--- src/socks_pkg.sv ---
`timescale 1ns / 1ps
// Shared types, codes and helpers for the SOCKS5 client handshake block.
// No dependencies; the modules and the bench import this package.
package socks_pkg;

    // Longest credential that is ever sent, in bytes
    localparam int CRED_BYTES = 16;
    localparam int CRED_CAP   = (CRED_BYTES > 16) ? 16 : CRED_BYTES;

    // Two-entry job queue between front and back
    localparam int JOB_DEPTH  = 2;
    localparam int MAX_BEATS  = 35;

    // Handshake phases
    localparam logic [2:0] PH_IDLE  = 3'd0;
    localparam logic [2:0] PH_GREET = 3'd1;
    localparam logic [2:0] PH_AUTH  = 3'd2;
    localparam logic [2:0] PH_REQ   = 3'd3;
    localparam logic [2:0] PH_EST   = 3'd4;
    localparam logic [2:0] PH_ERR   = 3'd5;

    // Status codes
    localparam logic [2:0] ST_OK        = 3'd0;
    localparam logic [2:0] ST_SHORT     = 3'd1;
    localparam logic [2:0] ST_BAD_VER   = 3'd2;
    localparam logic [2:0] ST_NO_METHOD = 3'd3;
    localparam logic [2:0] ST_UNSUPP    = 3'd4;
    localparam logic [2:0] ST_AUTH_FAIL = 3'd5;
    localparam logic [2:0] ST_REFUSED   = 3'd6;
    localparam logic [2:0] ST_BAD_PHASE = 3'd7;

    // Item modes
    localparam logic MODE_START = 1'b0;

    // Frame kinds carried through the queue
    localparam logic [1:0] K_NONE  = 2'd0;
    localparam logic [1:0] K_GREET = 2'd1;
    localparam logic [1:0] K_AUTH  = 2'd2;
    localparam logic [1:0] K_CONN  = 2'd3;

    // Configuration register indexes
    localparam logic [2:0] REG_AUTH_OFFERED = 3'd0;
    localparam logic [2:0] REG_USER_LEN     = 3'd1;
    localparam logic [2:0] REG_USER_LO      = 3'd2;
    localparam logic [2:0] REG_USER_HI      = 3'd3;
    localparam logic [2:0] REG_PASS_LEN     = 3'd4;
    localparam logic [2:0] REG_PASS_LO      = 3'd5;
    localparam logic [2:0] REG_PASS_HI      = 3'd6;

    // Protocol bytes
    localparam logic [7:0] B_VER5     = 8'h05;
    localparam logic [7:0] B_ONE      = 8'h01;
    localparam logic [7:0] B_TWO      = 8'h02;
    localparam logic [7:0] B_ZERO     = 8'h00;
    localparam logic [7:0] B_NO_ACC   = 8'hFF;

    typedef struct packed {
        logic        mode;
        logic [7:0]  rx_first;
        logic [7:0]  rx_second;
        logic [7:0]  rx_count;
        logic [31:0] dst_ip;
        logic [15:0] dst_port_in;
    } cmd_t;

    typedef struct packed {
        logic       tx_valid;
        logic [7:0] tx_byte;
        logic       tx_last;
        logic [2:0] status;
        logic [2:0] phase;
        logic       connected;
    } res_t;

    typedef struct packed {
        logic [2:0]  index;
        logic [63:0] wdata;
    } cfg_wr_t;

    typedef struct packed {
        logic        auth_offered;
        logic [4:0]  user_len;
        logic [63:0] user_lo;
        logic [63:0] user_hi;
        logic [4:0]  pass_len;
        logic [63:0] pass_lo;
        logic [63:0] pass_hi;
    } cfg_regs_t;

    // One queued item: which frame to send and the report fields
    typedef struct packed {
        logic [1:0]  kind;
        logic [2:0]  status;
        logic [2:0]  phase;
        logic        connected;
        logic [31:0] ip;
        logic [15:0] port;
    } job_t;

    function automatic logic [4:0] clamp_len(input logic [4:0] len);
        logic [4:0] cap;
        cap = 5'(CRED_CAP);
        return (len > cap) ? cap : len;
    endfunction

endpackage

--- src/socks_stream_if.sv ---
`timescale 1ns / 1ps
// Valid/ready channel carrying one payload struct per beat.
// Payload type is set by the instantiating module from socks_pkg.
interface socks_stream_if #(parameter type data_t = logic) ();
    logic  valid;
    logic  ready;
    data_t data;

    modport source (output valid, output data, input ready);
    modport sink   (input valid, input data, output ready);
endinterface

--- src/socks_regs.sv ---
`timescale 1ns / 1ps
// Configuration register bank: auth offer, credential lengths and bytes.
// Depends on socks_pkg and socks_stream_if.
module socks_regs (
    input  logic                  clk,
    input  logic                  rst_n,
    socks_stream_if.sink          cfg,
    output socks_pkg::cfg_regs_t  regs
);
    import socks_pkg::*;

    cfg_regs_t regs_reg;
    cfg_regs_t regs_next;

    assign cfg.ready = 1'b1;
    assign regs      = regs_reg;

    // Register write decode
    always_comb
    begin
        regs_next = regs_reg;
        if (cfg.valid)
        begin
            case (cfg.data.index)
                REG_AUTH_OFFERED: regs_next.auth_offered = cfg.data.wdata[0];
                REG_USER_LEN:     regs_next.user_len     = cfg.data.wdata[4:0];
                REG_USER_LO:      regs_next.user_lo      = cfg.data.wdata;
                REG_USER_HI:      regs_next.user_hi      = cfg.data.wdata;
                REG_PASS_LEN:     regs_next.pass_len     = cfg.data.wdata[4:0];
                REG_PASS_LO:      regs_next.pass_lo      = cfg.data.wdata;
                REG_PASS_HI:      regs_next.pass_hi      = cfg.data.wdata;
                default:          regs_next              = regs_reg;
            endcase
        end
    end

    always_ff @(posedge clk or negedge rst_n)
    begin
        if (!rst_n)
            regs_reg <= '0;
        else
            regs_reg <= regs_next;
    end

endmodule

--- src/socks_front.sv ---
`timescale 1ns / 1ps
// Front end: accepts items, judges replies against the phase, updates the
// handshake state and queues one job per item. Depends on socks_pkg.
module socks_front (
    input  logic                 clk,
    input  logic                 rst_n,
    socks_stream_if.sink         cmd,
    input  socks_pkg::cfg_regs_t regs,
    input  logic                 full,
    output logic                 push,
    output socks_pkg::job_t      job
);
    import socks_pkg::*;

    logic [2:0]  phase_reg, phase_next;
    logic        greet_done_reg, greet_done_next;
    logic        auth_done_reg, auth_done_next;
    logic        req_done_reg, req_done_next;
    logic        conn_reg, conn_next;
    logic [31:0] ip_reg, ip_next;
    logic [15:0] port_reg, port_next;

    logic        go_conn;
    logic        go_auth;
    logic [7:0]  b0;
    logic [7:0]  b1;
    logic [7:0]  cnt;

    assign cmd.ready = !full;
    assign push      = cmd.valid && !full;
    assign b0        = cmd.data.rx_first;
    assign b1        = cmd.data.rx_second;
    assign cnt       = cmd.data.rx_count;

    // Classify the item and work out the next state
    always_comb
    begin
        phase_next      = phase_reg;
        greet_done_next = greet_done_reg;
        auth_done_next  = auth_done_reg;
        req_done_next   = req_done_reg;
        conn_next       = conn_reg;
        ip_next         = ip_reg;
        port_next       = port_reg;
        go_conn         = 1'b0;
        go_auth         = 1'b0;
        job.kind        = K_NONE;
        job.status      = ST_OK;

        if (push)
        begin
            if (cmd.data.mode == MODE_START)
            begin
                ip_next   = cmd.data.dst_ip;
                port_next = cmd.data.dst_port_in;
                if (!greet_done_reg)
                begin
                    job.kind        = K_GREET;
                    greet_done_next = 1'b1;
                    phase_next      = PH_GREET;
                end
            end
            else
            begin
                case (phase_reg)
                    PH_GREET:
                    begin
                        if (cnt < 8'd2)
                            job.status = ST_SHORT;
                        else if (b0 != B_VER5)
                            job.status = ST_BAD_VER;
                        else if (b1 == B_NO_ACC)
                            job.status = ST_NO_METHOD;
                        else if (b1 == B_ZERO)
                            go_conn = 1'b1;
                        else if (b1 == B_TWO)
                            go_auth = 1'b1;
                        else
                            job.status = ST_UNSUPP;
                    end
                    PH_AUTH:
                    begin
                        if (cnt < 8'd2)
                            job.status = ST_SHORT;
                        else if (b0 != B_ONE)
                            job.status = ST_BAD_VER;
                        else if (b1 != B_ZERO)
                            job.status = ST_AUTH_FAIL;
                        else
                            go_conn = 1'b1;
                    end
                    PH_REQ:
                    begin
                        if (cnt < 8'd4)
                            job.status = ST_SHORT;
                        else if (b0 != B_VER5)
                            job.status = ST_BAD_VER;
                        else if (b1 != B_ZERO)
                        begin
                            job.status = ST_REFUSED;
                            phase_next = PH_ERR;
                        end
                        else
                        begin
                            phase_next = PH_EST;
                            conn_next  = 1'b1;
                        end
                    end
                    PH_EST:  job.status = ST_OK;
                    default: job.status = ST_BAD_PHASE;
                endcase
            end
        end

        // Connect frame goes out once only; the phase moves regardless
        if (go_conn)
        begin
            phase_next = PH_REQ;
            if (!req_done_reg)
            begin
                job.kind      = K_CONN;
                req_done_next = 1'b1;
            end
        end

        // Auth frame goes out once only and only with a username
        if (go_auth)
        begin
            phase_next = PH_AUTH;
            if (!auth_done_reg && (regs.user_len != 5'd0))
            begin
                job.kind       = K_AUTH;
                auth_done_next = 1'b1;
            end
        end

        job.phase     = phase_next;
        job.connected = conn_next;
        job.ip        = ip_next;
        job.port      = port_next;
    end

    always_ff @(posedge clk or negedge rst_n)
    begin
        if (!rst_n)
        begin
            phase_reg      <= PH_IDLE;
            greet_done_reg <= 1'b0;
            auth_done_reg  <= 1'b0;
            req_done_reg   <= 1'b0;
            conn_reg       <= 1'b0;
            ip_reg         <= '0;
            port_reg       <= '0;
        end
        else
        begin
            phase_reg      <= phase_next;
            greet_done_reg <= greet_done_next;
            auth_done_reg  <= auth_done_next;
            req_done_reg   <= req_done_next;
            conn_reg       <= conn_next;
            ip_reg         <= ip_next;
            port_reg       <= port_next;
        end
    end

`ifndef SYNTHESIS
    // Connected only ever holds in the established phase
    a_conn_est: assert property (@(posedge clk) disable iff (!rst_n)
        conn_reg |-> (phase_reg == PH_EST))
        else $error("connected flag outside established phase");

    // Leaving idle needs the greeting first
    a_greet_first: assert property (@(posedge clk) disable iff (!rst_n)
        (phase_reg != PH_IDLE) |-> greet_done_reg)
        else $error("phase left idle without greeting");

    // Auth frame never precedes the greeting
    a_auth_order: assert property (@(posedge clk) disable iff (!rst_n)
        auth_done_reg |-> greet_done_reg)
        else $error("auth frame sent before greeting");

    // Once the connect frame is out the handshake is past auth
    a_req_phase: assert property (@(posedge clk) disable iff (!rst_n)
        req_done_reg |-> (phase_reg == PH_REQ || phase_reg == PH_EST ||
                          phase_reg == PH_ERR))
        else $error("connect frame sent but phase went back");
`endif

endmodule

--- src/socks_fifo.sv ---
`timescale 1ns / 1ps
// Short job queue between the front end and the frame serialiser.
// Depends on socks_pkg for the job type and depth.
module socks_fifo (
    input  logic             clk,
    input  logic             rst_n,
    input  logic             push,
    input  socks_pkg::job_t  push_data,
    input  logic             pop,
    output logic             full,
    output logic             empty,
    output socks_pkg::job_t  head
);
    import socks_pkg::*;

    localparam int PTR_W = (JOB_DEPTH > 1) ? $clog2(JOB_DEPTH) : 1;
    localparam int CNT_W = $clog2(JOB_DEPTH + 1);

    job_t             mem_reg [JOB_DEPTH];
    logic [PTR_W-1:0] wr_ptr_reg, wr_ptr_next;
    logic [PTR_W-1:0] rd_ptr_reg, rd_ptr_next;
    logic [CNT_W-1:0] count_reg, count_next;

    assign full  = (count_reg == CNT_W'(JOB_DEPTH));
    assign empty = (count_reg == '0);
    assign head  = mem_reg[rd_ptr_reg];

    // Pointer and count update
    always_comb
    begin
        wr_ptr_next = wr_ptr_reg;
        rd_ptr_next = rd_ptr_reg;
        count_next  = count_reg;
        if (push)
            wr_ptr_next = (wr_ptr_reg == PTR_W'(JOB_DEPTH - 1)) ? '0 : wr_ptr_reg + 1'b1;
        if (pop)
            rd_ptr_next = (rd_ptr_reg == PTR_W'(JOB_DEPTH - 1)) ? '0 : rd_ptr_reg + 1'b1;
        if (push && !pop)
            count_next = count_reg + 1'b1;
        else if (pop && !push)
            count_next = count_reg - 1'b1;
    end

    always_ff @(posedge clk or negedge rst_n)
    begin
        if (!rst_n)
        begin
            wr_ptr_reg <= '0;
            rd_ptr_reg <= '0;
            count_reg  <= '0;
        end
        else
        begin
            wr_ptr_reg <= wr_ptr_next;
            rd_ptr_reg <= rd_ptr_next;
            count_reg  <= count_next;
        end
    end

    // Storage, no reset
    always_ff @(posedge clk)
    begin
        if (push)
            mem_reg[wr_ptr_reg] <= push_data;
    end

endmodule

--- src/socks_back.sv ---
`timescale 1ns / 1ps
// Back end: takes queued jobs and sends the frame one byte per beat,
// or a single report beat when there is no frame. Depends on socks_pkg.
module socks_back (
    input  logic                 clk,
    input  logic                 rst_n,
    socks_stream_if.source       res,
    input  socks_pkg::cfg_regs_t regs,
    input  logic                 empty,
    input  socks_pkg::job_t      head,
    output logic                 pop
);
    import socks_pkg::*;

    logic       busy_reg, busy_next;
    job_t       job_reg, job_next;
    logic [5:0] k_reg, k_next;
    logic [5:0] last_reg, last_next;

    logic         done;
    logic [4:0]   ul;
    logic [4:0]   pl;
    logic [5:0]   ul_end;
    logic [5:0]   u_idx_w;
    logic [5:0]   p_idx_w;
    logic [3:0]   u_idx;
    logic [3:0]   p_idx;
    logic [127:0] user_all;
    logic [127:0] pass_all;
    logic [7:0]   frame_byte;

    assign ul       = clamp_len(regs.user_len);
    assign pl       = clamp_len(regs.pass_len);
    assign ul_end   = {1'b0, ul} + 6'd2;
    assign u_idx_w  = k_reg - 6'd2;
    assign p_idx_w  = k_reg - ul_end - 6'd1;
    assign u_idx    = u_idx_w[3:0];
    assign p_idx    = p_idx_w[3:0];
    assign user_all = {regs.user_hi, regs.user_lo};
    assign pass_all = {regs.pass_hi, regs.pass_lo};

    assign done = res.valid && res.ready && (k_reg == last_reg);
    assign pop  = !empty && (!busy_reg || done);

    // Byte at the current position of the frame
    always_comb
    begin
        frame_byte = B_ZERO;
        case (job_reg.kind)
            K_GREET:
            begin
                case (k_reg)
                    6'd0:    frame_byte = B_VER5;
                    6'd1:    frame_byte = regs.auth_offered ? B_TWO : B_ONE;
                    6'd2:    frame_byte = B_ZERO;
                    default: frame_byte = B_TWO;
                endcase
            end
            K_CONN:
            begin
                case (k_reg)
                    6'd0:    frame_byte = B_VER5;
                    6'd1:    frame_byte = B_ONE;
                    6'd2:    frame_byte = B_ZERO;
                    6'd3:    frame_byte = B_ONE;
                    6'd4:    frame_byte = job_reg.ip[31:24];
                    6'd5:    frame_byte = job_reg.ip[23:16];
                    6'd6:    frame_byte = job_reg.ip[15:8];
                    6'd7:    frame_byte = job_reg.ip[7:0];
                    6'd8:    frame_byte = job_reg.port[15:8];
                    default: frame_byte = job_reg.port[7:0];
                endcase
            end
            K_AUTH:
            begin
                if (k_reg == 6'd0)
                    frame_byte = B_ONE;
                else if (k_reg == 6'd1)
                    frame_byte = {3'b000, ul};
                else if (k_reg < ul_end)
                    frame_byte = user_all[{u_idx, 3'b000} +: 8];
                else if (k_reg == ul_end)
                    frame_byte = {3'b000, pl};
                else
                    frame_byte = pass_all[{p_idx, 3'b000} +: 8];
            end
            default: frame_byte = B_ZERO;
        endcase
    end

    // Output beat
    assign res.valid          = busy_reg;
    assign res.data.tx_valid  = (job_reg.kind != K_NONE);
    assign res.data.tx_byte   = frame_byte;
    assign res.data.tx_last   = (k_reg == last_reg);
    assign res.data.status    = job_reg.status;
    assign res.data.phase     = job_reg.phase;
    assign res.data.connected = job_reg.connected;

    // Sequencer: load a job, step through its beats
    always_comb
    begin
        busy_next = busy_reg;
        job_next  = job_reg;
        k_next    = k_reg;
        last_next = last_reg;
        if (pop)
        begin
            busy_next = 1'b1;
            job_next  = head;
            k_next    = '0;
            case (head.kind)
                K_GREET: last_next = regs.auth_offered ? 6'd3 : 6'd2;
                K_CONN:  last_next = 6'd9;
                K_AUTH:  last_next = {1'b0, ul} + {1'b0, pl} + 6'd2;
                default: last_next = 6'd0;
            endcase
        end
        else if (done)
            busy_next = 1'b0;
        else if (res.valid && res.ready)
            k_next = k_reg + 6'd1;
    end

    always_ff @(posedge clk or negedge rst_n)
    begin
        if (!rst_n)
        begin
            busy_reg <= 1'b0;
            k_reg    <= '0;
            last_reg <= '0;
        end
        else
        begin
            busy_reg <= busy_next;
            k_reg    <= k_next;
            last_reg <= last_next;
        end
    end

    always_ff @(posedge clk)
    begin
        job_reg <= job_next;
    end

`ifndef SYNTHESIS
    // A report-only beat is always the last of its item
    a_none_last: assert property (@(posedge clk) disable iff (!rst_n)
        (res.valid && !res.data.tx_valid) |-> res.data.tx_last)
        else $error("report beat without last flag");

    // Position never runs past the end of the frame
    a_k_bound: assert property (@(posedge clk) disable iff (!rst_n)
        busy_reg |-> (k_reg <= last_reg))
        else $error("frame position past end");

    // No frame is longer than the longest auth frame
    a_len_bound: assert property (@(posedge clk) disable iff (!rst_n)
        busy_reg |-> (last_reg <= 6'(MAX_BEATS - 1)))
        else $error("frame length out of range");
`endif

endmodule

--- src/socks5_client_handshake_top.sv ---
`timescale 1ns / 1ps
// Top level of the SOCKS5 client handshake block: register bank, front end,
// job queue and frame serialiser. Depends on socks_pkg and socks_stream_if.
//
//  channel | dir | payload   | role
//  cmd     | in  | cmd_t     | start or server-reply item
//  res     | out | res_t     | one beat per frame byte, or one report beat
//  cfg     | in  | cfg_wr_t  | register write, index and 64-bit data
//
// An item is judged and its state change made in the cycle it is accepted;
// its frame then leaves the serialiser one beat per cycle while res is ready,
// 1 to 35 beats (greeting 3-4, connect 10, auth 3 + user + password lengths).
// A two-entry job queue lets the front take items while the back stalls.
// rst_n clears control state asynchronously; no clearing pass is needed.
// A stalled res holds its beat; cmd.ready drops only while the queue is full.
module socks5_client_handshake_top (
    input  logic           clk,
    input  logic           rst_n,
    socks_stream_if.sink   cmd,
    socks_stream_if.source res,
    socks_stream_if.sink   cfg
);
    import socks_pkg::*;

    cfg_regs_t regs;
    job_t      push_job;
    job_t      head_job;
    logic      push;
    logic      pop;
    logic      full;
    logic      empty;

    socks_regs u_regs (
        .clk   (clk),
        .rst_n (rst_n),
        .cfg   (cfg),
        .regs  (regs)
    );

    socks_front u_front (
        .clk   (clk),
        .rst_n (rst_n),
        .cmd   (cmd),
        .regs  (regs),
        .full  (full),
        .push  (push),
        .job   (push_job)
    );

    socks_fifo u_fifo (
        .clk       (clk),
        .rst_n     (rst_n),
        .push      (push),
        .push_data (push_job),
        .pop       (pop),
        .full      (full),
        .empty     (empty),
        .head      (head_job)
    );

    socks_back u_back (
        .clk   (clk),
        .rst_n (rst_n),
        .res   (res),
        .regs  (regs),
        .empty (empty),
        .head  (head_job),
        .pop   (pop)
    );

endmodule

--- src/flat_wrapper.sv ---
// flat-port wrapper written by rule: the top's interface ports become plain ports
module socks5_client_handshake_top_flat import socks_pkg::*;
  (clk, rst_n, cmd_valid, cmd_data, cmd_ready, res_valid, res_data, res_ready, cfg_valid, cfg_data, cfg_ready);
  socks_stream_if #(.data_t(cmd_t)) cmd_i ();
  socks_stream_if #(.data_t(res_t)) res_i ();
  socks_stream_if #(.data_t(cfg_wr_t)) cfg_i ();
  input  logic clk;
  input  logic rst_n;
  input wire logic [$bits(cmd_i.valid)-1:0] cmd_valid;
  input wire logic [$bits(cmd_i.data)-1:0] cmd_data;
  output wire logic [$bits(cmd_i.ready)-1:0] cmd_ready;
  output wire logic [$bits(res_i.valid)-1:0] res_valid;
  output wire logic [$bits(res_i.data)-1:0] res_data;
  input wire logic [$bits(res_i.ready)-1:0] res_ready;
  input wire logic [$bits(cfg_i.valid)-1:0] cfg_valid;
  input wire logic [$bits(cfg_i.data)-1:0] cfg_data;
  output wire logic [$bits(cfg_i.ready)-1:0] cfg_ready;
  assign cmd_i.valid = cmd_valid;
  assign cmd_i.data = cmd_data;
  assign cmd_ready = cmd_i.ready;
  assign res_valid = res_i.valid;
  assign res_data = res_i.data;
  assign res_i.ready = res_ready;
  assign cfg_i.valid = cfg_valid;
  assign cfg_i.data = cfg_data;
  assign cfg_ready = cfg_i.ready;
  socks5_client_handshake_top u_core (.clk(clk), .rst_n(rst_n), .cmd(cmd_i), .res(res_i), .cfg(cfg_i));
endmodule
--- config.mk ---
export PLATFORM = sky130hd
export DESIGN_NAME = socks5_client_handshake_top_flat
export DESIGN_NICKNAME = d
export VERILOG_FILES = /design/src/socks_pkg.sv /design/src/socks_stream_if.sv /design/src/socks_regs.sv /design/src/socks_front.sv /design/src/socks_fifo.sv /design/src/socks_back.sv /design/src/socks5_client_handshake_top.sv /design/src/flat_wrapper.sv
export SDC_FILE = /design/constraint.sdc
export NUM_CORES = 1
export LEC_CHECK = 0
export ABC_AREA = 1
export ABC_CLOCK_PERIOD_IN_PS = 4100
export BUFFER_PORTS_ARGS = -buffer_cell sky130_fd_sc_hd__buf_4
export CAP_MARGIN = 20
export CORE_MARGIN = 10
export CORE_UTILIZATION = 44
export CTS_CLUSTER_SIZE = 8
export DETAILED_ROUTE_END_ITERATION = 10
export GPL_TIMING_DRIVEN = 0
export PLACE_DENSITY_LB_ADDON = 0.15
export SKIP_LAST_GASP = 1
export SYNTH_ARGS = -nofsm -noshare
export SYNTH_HDL_FRONTEND = slang
export SYNTH_SLANG_ARGS = --single-unit
--- constraint.sdc ---
create_clock -name clk -period 4.1 [get_ports clk]
set_input_delay 0.82 -clock clk [delete_from_list [all_inputs] [get_ports clk]]
set_output_delay 0.82 -clock clk [all_outputs]
set_load 0.02 [all_outputs]
# Yosys cells after proc, flatten, opt, wreduce, memory -nomap -nowiden
# Memories as Yosys holds them, arrays and structs flattened.
# Index checks and enable logic that the tools add are counted.
op_classes:
  add_sub_neg: 11
  order_cmp: 5
  n_eq_ne: 32
  shifts: 2
  mux: 80
  bitwise: 1
  n_reduce_logical: 35
ops:
  columns: ["cell", "count"]
  rows:
  - ["128-bit by 8-bit indexed part select with 8-bit output", 2]
  - ["32-bit 2-to-1 mux", 2]
  - ["8-bit one-hot mux with 8 select lines", 1]
  - ["3-bit 2-to-1 mux", 20]
  - ["1-bit 2-to-1 mux", 32]
  - ["16-bit 2-to-1 mux", 2]
  - ["8-bit 2-to-1 mux", 4]
  - ["6-bit by 3-bit == test with 1-bit output (second input constant)", 4]
  - ["8-bit one-hot mux with 3 select lines", 1]
  - ["2-bit AND reduction", 10]
  - ["6-bit 2-to-1 mux", 3]
  - ["6-bit one-hot mux with 3 select lines", 1]
  - ["2-bit 2-to-1 mux", 8]
  - ["5-bit 2-to-1 mux", 3]
  - ["3-bit by 2-bit == test with 1-bit output (second input constant)", 4]
  - ["3-bit == test (second input constant)", 4]
  - ["6-bit by 2-bit == test with 1-bit output (second input constant)", 2]
  - ["6-bit == test", 2]
  - ["3-bit one-hot mux with 4 select lines", 1]
  - ["2-bit == test (second input constant)", 5]
  - ["5-bit > comparator (second input constant)", 2]
  - ["3-bit one-hot mux with 3 select lines", 1]
  - ["8-bit by 2-bit == test with 1-bit output (second input constant)", 1]
  - ["8-bit == test (second input constant)", 1]
  - ["33 further kinds", 50]
totals:
  reg_bits: 396
  ramBits: 114
  input_bits: 145
  output_inout_bits: 20
  wordCells: 193
  n_memories: 1
memory_table:
  columns: ["name", "words", "width", "read_ports", "rd_ports_with_merged_regs", "wr", "line", "rtl"]
  rows:
  - ["u_core.u_fifo.mem_reg", 2, 57, 1, 0, 1, "socks_fifo.sv:19", "job_t mem_reg [JOB_DEPTH];"]

# Logic depth before layout (Yosys ltp)
depth:
  depth_word: 13
  mapped_depth: 22
  ltp_nobuf: 22

# Cells and area by module
# A second synthesis with hierarchy kept.
hier_totals:
  cells_unflattened: 2693
  area_unflattened_um2: 23701.5
by_module_without_submodules:
  columns: ["module", "n_inst", "cells_per_inst", "area_each_um2", "seq_area_each_um2"]
  rows:
  - ["socks_regs", 1, 1152, 10164.7, 6681.4]
  - ["socks_back", 1, 983, 6482.5, 2037.0]
  - ["socks_fifo", 1, 202, 4395.5, 3523.4]
  - ["socks_front", 1, 356, 2658.8, 1376.3]

# Worst setup path before layout
# Ideal clock, no wire load.
synth_timing:
  kind: "input-to-reg"
  from: "input cmd_valid"
  to: "memory u_core.u_fifo.mem_reg[1][0] (netlist bit) (enable)"
  setup_ns: 0.474
  t_arrival_ns: 3.371
  t_required_ns: 3.626
  slack_ns: 0.256
  cell_stages: 2
  n_path_buf: 0
  path_cell_list: "nand2_1 -> nor2_1"
synth_between:
  elab_chain_len: 3
synth_lines:
  columns: ["item", "line", "rtl"]
  rows:
  - ["start: declaration", "flat_wrapper.sv:9", "input wire logic [$bits(cmd_i.valid)-1:0] cmd_valid;"]
  - ["1-bit logical AND", "socks_front.sv:30", "assign push = cmd.valid && !full;"]
  - ["1-bit 2-to-1 mux", "socks_fifo.sv:63", "if (push)"]
  - ["1-bit 2-to-1 mux (not written as such)", "socks_fifo.sv:64", "mem_reg[wr_ptr_reg] <= push_data;"]
  - ["end: declaration", "socks_fifo.sv:19", null]
# No other way between the ends.

# Worst setup path after layout
layout_timing:
  from: "register u_core.u_regs.regs_reg, in the netlist u_core.u_regs.regs[262]"
  to: "output res_data[15]"
layout_between:
  elab_chain_len: 11
  elab_cells_between_ends: 13
  cone_classes: "add/sub (3); order compare (2); eq/ne (1); shift (1); mux (6)"
layout_lines:
  columns: ["item", "line", "rtl"]
  rows:
  - ["start: declaration", "socks_regs.sv:12", "cfg_regs_t regs_reg;"]
  - ["start signal: assignment", "socks_regs.sv:42", "regs_reg <= regs_next;"]
  - ["5-bit > comparator", "socks_pkg.sv:103", "return (len > cap) ? cap : len;"]
  - ["5-bit 2-to-1 mux (*)", "socks_pkg.sv:103", null]
  - ["5-bit by 2-bit adder with 6-bit output (*)", "socks_back.sv:34", "assign ul_end = {1'b0, ul} + 6'd2;"]
  - ["4-bit subtractor", "socks_back.sv:36", "assign p_idx_w = k_reg - ul_end - 6'd1;"]
  - ["4-bit by 1-bit subtractor with 4-bit output", "socks_back.sv:36", null]
  - ["128-bit by 8-bit indexed part select with 8-bit output", "socks_back.sv:85", "frame_byte = pass_all[{p_idx, 3'b000} +: 8];"]
  - ["8-bit 2-to-1 mux", "socks_back.sv:82", "else if (k_reg == ul_end)"]
  - ["8-bit 2-to-1 mux (*)", "socks_back.sv:80", "else if (k_reg < ul_end)"]
  - ["8-bit 2-to-1 mux (*)", "socks_back.sv:78", "else if (k_reg == 6'd1)"]
  - ["8-bit 2-to-1 mux (*)", "socks_back.sv:76", "if (k_reg == 6'd0)"]
  - ["8-bit one-hot mux with 3 select lines (*)", "socks_back.sv:49", "case (job_reg.kind)"]
  - ["end: declaration", "flat_wrapper.sv:13", "output wire logic [$bits(res_i.data)-1:0] res_data;"]
# Mark *: on every way between the ends. The rest lies on a longest branch, timed or not.

==> results.tsv <==
stage	metric	value	unit
pwr	power_leakage	12.7	nW
place	dp_hpwl	57.9	mm
floorplanning	row_count	82	
pwr	pwr-share-comb	37.9	%
routing	post_drt_wl_per_cell	23.0	µm
pwr	power_switching	8.01	mW
routing	ant_nets	0	
setup_path	cp.arrival	3.48	ns
routing	vias_per_cell	5.55	
setup_path	worst_path_max_delay_cell	dfrtp_2	
timing	rsz0062_at_grt	true	
synthesis	ys_ff_latch	510	
pwr	power_switching_share	38.7	%
routing	drc	0	
synthesis	yosys.area_share.simple	19.6	%
synthesis	synth_xor_area_share	0.508	%
place	port_buffers	162	
synthesis	syn_inst	2450	
cells_and_area	largest_register_ff_count	267	
global_route	grt_overflow	0	
setup_path	slowest_delay	0.40	ns
timing	relSlewSlack	36.7	%
setup_path	path_cells	nor2_2 > nand2_2 > nand2_4 > inv_4 > nor2_4 > ha_4 > inv_2 > ha_4 > nand4_1 > nand2_1 > inv_1 > nand2_2 > nand2_4 > nand2_4 > nand2_1 > nand2_1 > o21ai_4 > nand2_1 > o21ai_2 > buf_6	
floorplanning	die_w	246	µm
cells_and_area	layout.cells.non_filler	3430	
cells_and_area	post-route-cell-area	0.0277	mm²
setup_path	cp-start-kind	flop	
place	gp_congestion	0.975	
status	status	complete, but fails checks	
pwr	pwr-share-seq	35.1	%
status	failed_checks	negative setup slack	
synthesis	yosys_warnings	0	
synthesis	netlist_area	0.0224	mm²
floorplanning	die-area	0.0604	mm²
pwr	intPower	12.7	mW
timing	setup_slack	-0.201	ns
pwr	powerDensity	746	mW/mm²
synthesis	synth-compound-area-share	12.7	%
timing	whs	0.0294	ns
clock_tree	postCtsHoldBufs	0	
routing	num_vias	19044	
synthesis	synth_edf_count	171	
synthesis	syn_avg_cell_area	9.15	µm²
timing	fin_crit	4.30	ns
clock_tree	cts_buffer_depth	3	
global_route	grt_pass1_wl	117	mm
timing	min_period_over_period	105	%
routing	drt_iter0_drc	1464	
setup_path	crit_top_cell	nand2_1	
timing	worst_pin_slew	0.947	ns
setup_path	worstPathRequired	3.28	ns
pwr	pwr-share-clk	27.1	%
synthesis	ys_types	54	
cells_and_area	fillers	4588	
floorplanning	die_y	246	µm
synthesis	ys.flop_type	dfrtp_1	
synthesis	yosys.area_share.adder	1.43	%
clock_tree	cts_tree	done	
global_route	grt_pass1_vias	19249	
setup_path	cp-end-kind	output port	
clock_tree	numCtsBuffers	73	
routing	routed_wirelength	79.0	mm
setup_path	path_max_fanout	6	
place	placed_cells	3290	
floorplanning	initial_utilization	44.6	%
timing	setup_viol	8	
timing	max_freq	0.232	GHz
timing	hold_viol_final	0	
clock_tree	cts_sinks	510	
floorplanning	io_pins	165	
synthesis	synth_top_family_by_area	simple AND/OR/NAND/NOR gates	
setup_path	path_class	reg2out	
cells_and_area	finalNetCount	2892	
worst_hold_path	hold_path.class	in2async	
clock_tree	clkLatencyLatePin	0.63	ns
clock_tree	path_clk_slew	0.05	ns
place	dpl_cell_area	0.0246	mm²
timing	fin_worst_skew	0.0198	ns
synthesis	seq_area_frac_synth	60.8	%
pwr	peakVddDrop	0.000521	V
cells_and_area	final_layout_size_suffix_gt1_share	16.0	%
job	drv_cap	0	
global_route	grt_max_degree	115	
synthesis	synthArstFlopShare	66.5	%
clock_tree	h-tree-depth	3	
cells_and_area	syn_to_final_growth	23.7	%
timing	finalMaxSlewViolations	0	
synthesis	synthMuxAreaShare	0	%
floorplanning	core	0.0503	mm²
global_route	grt_antenna_before_repair	1	
clock_tree	clockRootBuffer	clkbuf_16	
global_route	grt_use_total	25.9	%
routing	drt_pre_antenna_iters	6	
==> kinds of logic (layout without fill, tap and decap cells) <==
group | after synthesis | after routing
and+or+nand+nor | 1108 | 1109
adders and majority gates | 25 | 25
xor gates and xnor gates | 13 | 13
buffers and inverters | 279 | 584
DFF | 510 | 510
AOI/OAI and AO/OA | 514 | 514
other | 1 | 3
==> power by group through the flow <==
stage	clock network [mW]	registers, mW	logic, mW
3_5_place_dp	0	7.31	6.44
2_1_floorplan	0	7.10	3.99
4_1_cts	5.68	7.24	7.31
3_3_place_gp	0	7.33	6.30
6_report	5.60	7.25	7.84
5_1_grt	5.91	7.35	8.44
==> stage by stage <==
step	setup slack, ns	util (%)	power, mW	setup TNS (ns)
after floorplan	0.256	-	11.1	0
after global placement	-1.55	48.7	13.6	-531.03
after detailed placement	-1.25	49.0	13.7	-9.09
final	-0.201	55.2	20.7	-1.18
after CTS	-0.189	54.6	20.2	-1.18
after global routing	-0.345	55.1	21.7	-2.40
==> final cells by class <==
class                           count  area, µm²  share of cell area, %
Antenna cell                        1       2.50                0.00903
Buffer                            132        771                   2.78
Clock buffer                      103       1950                   7.03
Clock inverter                      7        175                  0.632
Inverter                          145        557                   2.01
Multi-Input combinational cell   1663       8200                   29.6
Sequential cell                   510      13600                   49.1
Tap cell                          672        841                   3.03
Timing Repair Buffer              197       1610                   5.80
==> synthesized netlist by cell type, types with 2 or more instances <==
master / count / area, µm²
buf_1: 12 / 45.0
a31oi_1: 6 / 37.5
nand3_1: 80 / 400
o31ai_1: 2 / 15.0
buf_2: 15 / 75.1
o22ai_1: 16 / 100
buf_4: 8 / 60.1
nand3b_1: 4 / 30.0
edfxtp_1: 171 / 5130
a22oi_1: 25 / 188
nor2_1: 109 / 409
nand2_2: 8 / 50.1
a221oi_1: 6 / 52.6
nand4_1: 10 / 62.6
nor3_1: 10 / 50.1
a21oi_1: 90 / 450
inv_2: 5 / 18.8
ha_1: 24 / 300
or2_2: 4 / 25.0
o21ai_0: 328 / 1640
clkbuf_1: 97 / 364
nand2_1: 871 / 3270
nor4_1: 4 / 25.0
o211ai_1: 5 / 37.5
a211oi_1: 4 / 30.0
dfrtp_1: 339 / 8480
inv_1: 139 / 522
o311ai_0: 3 / 26.3
o21ai_1: 3 / 15.0
buf_6: 2 / 22.5
xor2_1: 7 / 61.3
a22o_1: 5 / 43.8
a32o_1: 11 / 110
xnor2_1: 6 / 52.6
o221ai_1: 2 / 17.5
==> worst max-delay path: cells and delay by family (launching register included) <==
family	cells	cell delay (ns)
adders and majority gates	2	0.44
and+or+nand+nor	12	1.17
buffers and inverters	4	0.43
DFF	1	0.40
AOI/OAI and AO/OA	2	0.40
==> final timing paths <==
kind,cells past startpoint,slack (ns),startpoint,to
max in group asynchronous,2,3.19,rst_n,u_core.u_front.ip_reg[12]
max,20,-0.20,u_core.u_regs.regs[262],res_data[15]
min reg2reg,2,0.46,u_core.u_front.req_done_reg,u_core.u_front.req_done_reg
min in group clk,3,0.44,cmd_data[39],u_core.u_front.ip_reg[23]
min,1,0.03,rst_n,u_core.u_regs.regs[69]
max reg2reg,10,1.34,u_core.u_back.k_reg[3],u_core.u_back.last_reg[3]
==> layer usage <==
metal,routed length [µm],track usage [%]
met1,31300,31.0
met5,0,0
met4,4870,14.5
met2,38000,43.5
met3,4730,4.66
==> placed cells by master, fill, tap and decap left out, drive strengths merged, types with 5 or more instances in the layout <==
| master | instances |
|---|---|
| nor2 | 111 |
| buf | 234 |
| xor2 | 7 |
| a21oi | 90 |
| o22ai | 16 |
| a22oi | 25 |
| nand3 | 81 |
| edfxtp | 171 |
| a31oi | 6 |
| ha | 24 |
| nand2 | 881 |
| clkinv | 7 |
| a32o | 11 |
| clkbuf | 198 |
| a22o | 5 |
| dfrtp | 339 |
| o211ai | 5 |
| xnor2 | 6 |
| nand4 | 10 |
| nor3 | 12 |
| inv | 144 |
| o21ai | 332 |
| a221oi | 6 |
==> what timing repair did <==
action | in CTS | in global routing
setup buffers | 22 | 7
cloned | 1 | 1
endpoints found under the setup margin | 8 | 8
resized for setup | 151 | 47
pin swaps | 34 | 26
No activity file was read; power rests on OpenSTA's default activity.
